## src/rtl/h2r_pkg.sv

```systemverilog
// Shared types and constants for the HSV to RGB converter.
// No dependencies; used by the top level and the testbench.
package h2r_pkg;

    localparam int HUE_BITS = 16;
    localparam int SEC_BITS = 3;

    typedef enum logic [SEC_BITS-1:0] {
        SEC_RED_YEL = 3'd0,
        SEC_YEL_GRN = 3'd1,
        SEC_GRN_CYN = 3'd2,
        SEC_CYN_BLU = 3'd3,
        SEC_BLU_MAG = 3'd4,
        SEC_MAG_RED = 3'd5
    } t_sector;

endpackage

```

## src/rtl/hsv_to_rgb_top.sv

```systemverilog
// HSV to RGB pixel converter, four-stage pipeline.
// Depends on h2r_pkg and h2r_scale.
//
// Usage:
//   Input stream s_axis carries one pixel per transaction: hue (fraction of a
//   turn), saturation and brightness (unsigned Q1.FRAC_BITS, values above one
//   saturate to one). Output stream m_axis carries red, green and blue in
//   unsigned Q1.FRAC_BITS.
//   Path: a pixel accepted at one edge is presented on m_axis after passing the
//   four register stages (sector and fraction, first products, second products,
//   channel routing), the first of which loads at the accepting edge.
//   Throughput: one pixel per cycle; each stage advances whenever the stage
//   after it is empty or advancing.
//   Reset: synchronous, active low; clears all stage valid bits, so the
//   pipeline comes up empty and ready.
//   Stall: when m_axis_tready is low, the output holds; earlier stages keep
//   filling bubbles, and s_axis_tready drops only once every stage is full.
module hsv_to_rgb_top #(
    parameter int FRAC_BITS = 16
) (
    input  logic                i_clk,
    input  logic                i_rst_n,
    input  logic                s_axis_tvalid,
    output logic                s_axis_tready,
    // hue[15:0], saturation[FRAC_BITS:0], brightness[FRAC_BITS:0], zero pad
    input  logic [((h2r_pkg::HUE_BITS + 2 * FRAC_BITS + 9) / 8) * 8 - 1:0] s_axis_tdata,
    output logic                m_axis_tvalid,
    input  logic                m_axis_tready,
    // red[FRAC_BITS:0], green[FRAC_BITS:0], blue[FRAC_BITS:0], zero pad
    output logic [((3 * FRAC_BITS + 10) / 8) * 8 - 1:0] m_axis_tdata
);

    localparam int HB    = h2r_pkg::HUE_BITS;
    localparam int VW    = FRAC_BITS + 1;
    localparam int OUT_W = ((3 * VW + 7) / 8) * 8;
    localparam logic [FRAC_BITS:0] ONE = {1'b1, {FRAC_BITS{1'b0}}};

    logic en1, en2, en3, en4;
    logic r_vld1, r_vld2, r_vld3, r_vld4;

    assign en4 = !r_vld4 || m_axis_tready;
    assign en3 = !r_vld3 || en4;
    assign en2 = !r_vld2 || en3;
    assign en1 = !r_vld1 || en2;
    assign s_axis_tready = en1;

    always_ff @(posedge i_clk) begin
        if (!i_rst_n) begin
            r_vld1 <= 1'b0;
            r_vld2 <= 1'b0;
            r_vld3 <= 1'b0;
            r_vld4 <= 1'b0;
        end else begin
            if (en1) r_vld1 <= s_axis_tvalid;
            if (en2) r_vld2 <= r_vld1;
            if (en3) r_vld3 <= r_vld2;
            if (en4) r_vld4 <= r_vld3;
        end
    end

    // Stage 1: clamp, hue times six, sector and fraction
    logic [HB-1:0]          in_hue;
    logic [FRAC_BITS:0]     in_sat, in_bri;
    logic [HB+2:0]          h6;
    logic [HB+FRAC_BITS-1:0] frac_ext;
    logic [FRAC_BITS:0]     n_s1, n_v1;
    logic [FRAC_BITS:0]     r_s1, r_v1;
    logic [FRAC_BITS-1:0]   r_f1;
    h2r_pkg::t_sector       r_sec1, r_sec2, r_sec3;
    logic [FRAC_BITS:0]     r_v2, r_v3, r_p3;

    assign in_hue   = s_axis_tdata[HB-1:0];
    assign in_sat   = s_axis_tdata[HB+VW-1:HB];
    assign in_bri   = s_axis_tdata[HB+2*VW-1:HB+VW];
    assign h6       = {3'b000, in_hue} * (HB+3)'(6);
    assign frac_ext = {h6[HB-1:0], {FRAC_BITS{1'b0}}};
    assign n_s1     = (in_sat > ONE) ? ONE : in_sat;
    assign n_v1     = (in_bri > ONE) ? ONE : in_bri;

    always_ff @(posedge i_clk) begin
        if (en1) begin
            r_s1   <= n_s1;
            r_v1   <= n_v1;
            r_f1   <= frac_ext[HB+FRAC_BITS-1:HB];
            r_sec1 <= h2r_pkg::t_sector'(h6[HB+2:HB]);
        end
    end

    // Stage 2: s*f, s*(1-f), p = v*(1-s)
    logic [FRAC_BITS:0] sf2, s1f2, p2;
    logic [FRAC_BITS:0] one_m_f, one_m_s;

    assign one_m_f = ONE - {1'b0, r_f1};
    assign one_m_s = ONE - r_s1;

    h2r_scale #(.FRAC_BITS(FRAC_BITS)) u_sf (
        .i_clk(i_clk), .i_en(en2), .i_a(r_s1), .i_b({1'b0, r_f1}), .o_p(sf2)
    );
    h2r_scale #(.FRAC_BITS(FRAC_BITS)) u_s1f (
        .i_clk(i_clk), .i_en(en2), .i_a(r_s1), .i_b(one_m_f), .o_p(s1f2)
    );
    h2r_scale #(.FRAC_BITS(FRAC_BITS)) u_p (
        .i_clk(i_clk), .i_en(en2), .i_a(r_v1), .i_b(one_m_s), .o_p(p2)
    );

    always_ff @(posedge i_clk) begin
        if (en2) begin
            r_v2   <= r_v1;
            r_sec2 <= r_sec1;
        end
    end

    // Stage 3: q = v*(1-s*f), t = v*(1-s*(1-f))
    logic [FRAC_BITS:0] q3, t3;

    h2r_scale #(.FRAC_BITS(FRAC_BITS)) u_q (
        .i_clk(i_clk), .i_en(en3), .i_a(r_v2), .i_b(ONE - sf2), .o_p(q3)
    );
    h2r_scale #(.FRAC_BITS(FRAC_BITS)) u_t (
        .i_clk(i_clk), .i_en(en3), .i_a(r_v2), .i_b(ONE - s1f2), .o_p(t3)
    );

    always_ff @(posedge i_clk) begin
        if (en3) begin
            r_v3   <= r_v2;
            r_p3   <= p2;
            r_sec3 <= r_sec2;
        end
    end

    // Stage 4: route by sector
    logic [FRAC_BITS:0] n_red, n_grn, n_blu;
    logic [FRAC_BITS:0] r_red, r_grn, r_blu;

    always_comb begin
        case (r_sec3)
            h2r_pkg::SEC_RED_YEL: begin
                n_red = r_v3; n_grn = t3;   n_blu = r_p3;
            end
            h2r_pkg::SEC_YEL_GRN: begin
                n_red = q3;   n_grn = r_v3; n_blu = r_p3;
            end
            h2r_pkg::SEC_GRN_CYN: begin
                n_red = r_p3; n_grn = r_v3; n_blu = t3;
            end
            h2r_pkg::SEC_CYN_BLU: begin
                n_red = r_p3; n_grn = q3;   n_blu = r_v3;
            end
            h2r_pkg::SEC_BLU_MAG: begin
                n_red = t3;   n_grn = r_p3; n_blu = r_v3;
            end
            default: begin
                n_red = r_v3; n_grn = r_p3; n_blu = q3;
            end
        endcase
    end

    always_ff @(posedge i_clk) begin
        if (en4) begin
            r_red <= n_red;
            r_grn <= n_grn;
            r_blu <= n_blu;
        end
    end

    assign m_axis_tvalid = r_vld4;
    assign m_axis_tdata  = OUT_W'({r_blu, r_grn, r_red});

`ifndef ASSERT_OFF
    a_rst_empty: assert property (@(posedge i_clk) !i_rst_n |=> !m_axis_tvalid)
        else $error("output valid after reset");

    a_ready_when_empty: assert property (@(posedge i_clk) disable iff (!i_rst_n)
        !m_axis_tvalid |-> s_axis_tready)
        else $error("input stalled with empty output stage");

    a_range: assert property (@(posedge i_clk) disable iff (!i_rst_n)
        m_axis_tvalid |-> (r_red <= ONE && r_grn <= ONE && r_blu <= ONE))
        else $error("channel above one");
`endif

endmodule

```

## src/rtl/h2r_scale.sv

```systemverilog
// Registered fixed-point scaling unit: (a * b) >> FRAC_BITS, truncated.
// Depends on nothing; instantiated by hsv_to_rgb_top.
module h2r_scale #(
    parameter int FRAC_BITS = 16
) (
    input  logic                 i_clk,
    input  logic                 i_en,
    input  logic [FRAC_BITS:0]   i_a,
    input  logic [FRAC_BITS:0]   i_b,
    output logic [FRAC_BITS:0]   o_p
);

    logic [2*FRAC_BITS+1:0] n_prod;
    logic [FRAC_BITS:0]     r_p;

    assign n_prod = i_a * i_b;

    always_ff @(posedge i_clk) begin
        if (i_en) begin
            r_p <= n_prod[2*FRAC_BITS:FRAC_BITS];
        end
    end

    assign o_p = r_p;

endmodule

```

## config.mk

```make
export PLATFORM = sky130hd
export DESIGN_NAME = hsv_to_rgb_top
export DESIGN_NICKNAME = d
export VERILOG_FILES = /design/src/rtl/h2r_pkg.sv /design/src/rtl/hsv_to_rgb_top.sv /design/src/rtl/h2r_scale.sv
export SDC_FILE = /design/constraint.sdc
export NUM_CORES = 2
export LEC_CHECK = 0
export ABC_AREA = 1
export BUFFER_PORTS_ARGS = -buffer_cell sky130_fd_sc_hd__buf_2
export CORE_UTILIZATION = 46
export DETAILED_ROUTE_END_ITERATION = 10
export GPL_ROUTABILITY_DRIVEN = 0
export SYNTH_ARGS = -nofsm -noshare
export SYNTH_HDL_FRONTEND = slang
export SYNTH_HIERARCHICAL = 1
export SYNTH_SLANG_ARGS = --single-unit
```

## constraint.sdc

```tcl
create_clock -name i_clk -period 11.6 [get_ports i_clk]
set_clock_uncertainty 0.2 [all_clocks]
set_input_delay 0.58 -clock i_clk [delete_from_list [all_inputs] [get_ports i_clk]]
set_output_delay 0.58 -clock i_clk [all_outputs]
set_load 0.01 [all_outputs]
```

**Word-level counts from Yosys, hierarchy flattened**

Cells that the tools add are included.

- Flip-flop bits (word level): 249
- Latch bits: 0
- RAM bits: 0
- Memory bits (read-only): 0
- Bits of input ports: 60
- Output and inout port bits: 58
- Logic and storage cells: 53
- Memories kept: 0

- Add/sub/neg operators: 4
- Multipliers: 6
- Div/mod/pow operators: 0
- Order comparisons: 2
- Eq/ne operators: 4
- Shift operators: 0
- Multiplexer cells: 3
- Bitwise gates (word level): 0
- Reductions and logical operators: 13

Operators by type and width:

| cell | number |
|---|---|
| case mux 17 bit (3 select lines) | 3 |
| multiplier 17 x 17 -> 33 bit | 4 |
| subtractor 17 bit (first input constant) | 3 |
| > comparator 17 bit (second input constant) | 2 |
| multiplier 17 x 15 -> 32 bit | 1 |
| multiplier 16 x 2 -> 18 bit (second input constant) | 1 |
| subtractor 17 x 16 -> 17 bit (first input constant) | 1 |
| OR reduction 2 bit | 4 |
| equality test 3 x 2 -> 1 bit (second input constant) | 2 |
| logical NOT 1 bit | 4 |
| logical OR 1 bit | 4 |
| equality test 3 x 1 -> 1 bit (second input constant) | 1 |
| equality test 3 bit (second input constant) | 1 |
| logical NOT 3 bit | 1 |

**Logic depth before layout (Yosys ltp)**

- Depth in word-level cells: 5
- Depth in mapped cells: 32
- Gate-level depth less buffers: 31

**By module**

Netlist, hierarchy kept.

Modules (own cells, without submodules):

| module | times used | cells an instance | area each (µm²) | seq. area each (µm²) |
|---|---|---|---|---|
| h2r_scale at u_s1f ... | 2 | 1431 | 10613.9 | 510.5 |
| h2r_scale at u_q | 1 | 1439 | 10588.9 | 510.5 |
| h2r_scale at u_t | 1 | 1435 | 10575.1 | 510.5 |
| h2r_scale at u_p | 1 | 1443 | 10547.6 | 510.5 |
| hsv_to_rgb_top | 1 | 995 | 9122.5 | 4884.7 |

**Least setup slack after synthesis**

Ideal clock, no wire load.

- Path type: register to register
- Start point: reg r_s1[0]
- End point: reg u_p.r_p[16], in the netlist u_p/o_p[16] (data pin)
- Arrival: 6172 ps
- Setup slack: 4976 ps
- Cell stages (with the launch flop): 27
- Path buffers: 2
- Period minus slack after synthesis: 6624 ps
- Cell sequence: edfxtp_1 nor3_2 nand2_1 nor2_1 nand2_1 xor2_1 clkbuf_1 clkbuf_1 nand2_1 fa_1 inv_1 fa_1 fa_1 fa_1 fa_1 inv_1 fa_1 inv_1 ha_1 nand2_1 inv_1 a21oi_1 o21ai_1 a21oi_1 nand2_1 nand2_1 nand2_1

- Cells in the longest elaborated chain, start to end: 2

RTL lines:

| element | RTL line | source |
|---|---|---|
| start: declaration | hsv_to_rgb_top.sv:67 | `logic [FRAC_BITS:0] r_s1, r_v1;` |
| start signal: assignment | hsv_to_rgb_top.sv:82 | `r_s1 <= n_s1;` |
| subtractor 17 bit | hsv_to_rgb_top.sv:94 | `assign one_m_s = ONE - r_s1;` |
| via one_m_s[13] | hsv_to_rgb_top.sv:91 | `logic [FRAC_BITS:0] one_m_f, one_m_s;` |
| multiplier 17 x 17 -> 33 bit | h2r_scale.sv:16 | `assign n_prod = i_a * i_b;` |
| via u_p.n_prod[32] | h2r_scale.sv:13 | `logic [2*FRAC_BITS+1:0] n_prod;` |
| end signal: assignment | h2r_scale.sv:20 | `r_p <= n_prod[2*FRAC_BITS:FRAC_BITS];` |
| end: declaration | h2r_scale.sv:14 | `logic [FRAC_BITS:0] r_p;` |

The timed path passes the listed nets, and every way through them passes these cells.
A chain may end at the register's enable or synchronous reset.

**Worst setup path after layout**

- Start point: reg r_f1[2]
- End point: reg u_s1f.r_p[15], in the netlist u_s1f/o_p[15] (data pin)

- Cells in the longest elaborated chain, start to end: 2

RTL lines:

| element | RTL line | source |
|---|---|---|
| start: declaration | hsv_to_rgb_top.sv:68 | `logic [FRAC_BITS-1:0] r_f1;` |
| start signal: assignment | hsv_to_rgb_top.sv:84 | `r_f1 <= frac_ext[HB+FRAC_BITS-1:HB];` |
| subtractor 17 x 16 -> 17 bit | hsv_to_rgb_top.sv:93 | `assign one_m_f = ONE - {1'b0, r_f1};` |
| via one_m_f[11] | hsv_to_rgb_top.sv:91 |  |
| multiplier 17 x 17 -> 33 bit | h2r_scale.sv:16 |  |
| via u_s1f.n_prod[31] | h2r_scale.sv:13 |  |
| end signal: assignment | h2r_scale.sv:20 |  |
| end: declaration | h2r_scale.sv:14 |  |

The timed path passes the listed nets, and every way through them passes these cells.

==> impl_metrics.toml <==
[sta]
fin_tns_setup_ns = 0
slew-limit-headroom_pct = 15.8
hold_viol_final = 0
worst_pin_slew_ns = 1.26
setup_viol = 0
min_period_over_period_pct = 68.8
fmax_mhz = 125
rsz0062_at_grt = "false"
finalMaxSlewViolations = 0
layout_min_cycle_time_ns = 7.98

[clocking]
clk_latency_ns = 0.61
cts_htree_levels = 1
clkSinkCount = 249
cts_tree = "built"
cts.clk_slew.worst_paths_ns = 0.08
cts_root_buffer = "clkbuf_16"
numCtsBuffers = 28
clockBufferDepth = 3

[synth]
synth-simple-area-share_pct = 20.2
synthDistinctLibCells = 50
yosysWarnings = 6
synthMuxAreaShare_pct = 0
syn_inst = 8174
netlist_area_sq_um = 62100
synthFlopType = "edfxtp_1"
synth_fa_ha_area_share_pct = 46.4
yosys.area.top_type = "fa_1"
yosysMostFrequentCell = "nand2_1"
synth_compound_area_share_pct = 3.26
yosys.area.top_type_share_pct = 35.7
synth_top_family_by_area = "adder cells"
synth_edf_count = 245
ys_seq_area_share_pct = 12.0
ys_ff_latch = 249
synth_xor_xnor_area_share_pct = 1.32
synth_common_cells = "2403 x nand2_1, 2383 x inv_1, 1106 x fa_1, 531 x ha_1, 328 x clkbuf_1"
async_flop_share_pct = 0
synth_area_leaders = "fa_1 36%, nand2_1 15%, inv_1 14%"
avgSynthCellArea_sq_um = 7.59

[worst_setup_path]
end_kind = "flop"
crit_required_ns = 11.78
worstRegToRegCells = 25
worstSetupPathType = "flop to flop"
start_kind = "flop"
cp.arrival_ns = 8.16
cp_max_fo = 18

[final_layout]
antenna_cells = 0
areaGrowthSynthToFinish_pct = 5.09
drive_above_1_share_pct = 5.53
nNetsFinal = 9743

[status]
violations = "DRC"
status = "complete, but fails checks"

[routing]
ant_nets = 0
vias = 48908
dr.pass1.iters = 9
routedWlPerCell_um = 16.4
drc = 14
wl_um = 161000
vias_per_cell = 4.97
drt_iter0_markers = 3217

[hold_path]
hold_class = "input port to flop"
whs_path_depth = 3

[global_route]
antenna_found_initial = 3
grt_pass1_vias = 50684
gr-total-overflow = 0
grtUsageTotal_pct = 24.4
grt_max_degree = 74
grt_pass1_wl_um = 266000

[floorplanning]
initial_utilization_pct = 46.4
rows = 134
dieArea_sq_um = 136000
die_h_um = 369
die_w_um = 369
design.portCount = 118
core_sq_um = 134000

[flow_run]
drv_cap = 0

[placement]
dp_hpwl_um = 126000
io_buffers = 106
-- layer usage --
layer	routed length (um)	track usage, %	vias up
met5	0	0	-
met4	3360	5.20	0
met3	10700	2.81	188
met2	73600	39.8	1563
met1	73800	34.8	24056
li1	-	-	23101
-- sequential cells by signal, indices dropped and copies added, names as in the netlist --
| name | flops |
|---|---|
| m_axis_tvalid | 1 |
| r_blu | 17 |
| r_f1 | 15 |
| r_grn | 17 |
| r_p3 | 17 |
| r_red | 17 |
| r_s1 | 17 |
| r_sec1 | 3 |
| r_sec2 | 3 |
| r_sec3 | 3 |
| r_v1 | 17 |
| r_v2 | 17 |
| r_v3 | 17 |
| r_vld1 | 1 |
| r_vld2 | 1 |
| r_vld3 | 1 |
| u_p/o_p | 17 |
| u_q/o_p | 17 |
| u_s1f/o_p | 17 |
| u_sf/o_p | 17 |
| u_t/o_p | 17 |
-- cell usage in the layout, fill, tap and decap left out, types with 81 or more instances in the layout --
cell,n
nand3_1,151
ha_1,531
a21oi_1,184
buf_2,106
edfxtp_1,245
nand2_1,2401
nor2_1,270
buf_4,81
o21ai_0,81
fa_1,1106
inv_1,2381
-- repair_timing --
item,4_1_cts,5_1_grt
hold buffers,5,0
hold endpoints to repair,5,0
buffers inserted,0,0
endpoints found under the setup margin,0,0
resized for setup,0,0
-- critical path, stage by stage, from the launching register on --
cell and delay, ns:
edfxtp_1 0.76, inv_1 0.22, ha_1 0.24, nand2_1 0.10, nor3_1 0.49, nand3_1 0.22
xor2_2 0.84, nand2_1 0.19, fa_1 0.58, inv_1 0.06, fa_1 0.56, fa_1 0.43
fa_1 0.46, fa_1 0.49, inv_1 0.05, fa_1 0.48, inv_1 0.05, ha_1 0.36
a21oi_1 0.29, o21ai_1 0.17, nand2_1 0.09, nand2_1 0.07, a21oi_1 0.17, nand2_1 0.07
nand2_1 0.06, nand2_1 0.05
-- worst paths after layout --
path,from,end,slack (ns)
worst max-delay path,r_f1[2],u_s1f/o_p[15],3.62
worst min register to register,u_p/o_p[7],r_p3[7],0.22
worst min-delay path,s_axis_tdata[28],r_s1[12],0.08
worst max register to register,r_f1[2],u_s1f/o_p[15],3.62
-- cell families after synthesis --
| logic type | Yosys count |
|---|---|
| AOI/OAI and AO/OA | 362 |
| buffers and inverters | 2766 |
| xor gates and xnor gates | 91 |
| DFF | 249 |
| and+or+nand+nor | 3068 |
| other | 1 |
| adders and majority gates | 1637 |
-- cell type report --
class / count / area (sq um)
sequential: 249 / 7440
timing repair buffer: 192 / 1190
clock buffer: 31 / 722
multi-input combinational: 5166 / 44400
fill: 13097 / 68400
inverter: 2409 / 9050
clock inverter: 21 / 250
tap: 1768 / 2210
-- per-stage QoR --
stage	hold WS (ns)	std cells	setup WS (ns)	utilization, %	area [sq um]
4_1_cts	0.0326	9836	3.69	48.8	65200
6_report	0.0776	9836	3.62	48.8	65200
5_1_grt	0.0841	9836	3.09	48.8	65200
2_1_floorplan	0.200	8181	4.98	-	62100
3_5_place_dp	0.205	9779	3.68	48.0	64200
3_3_place_gp	0.206	9779	3.76	48.0	64200
Power is not shown: default switching activity piles up to over one toggle a cycle in this logic, so the estimate is an artifact.
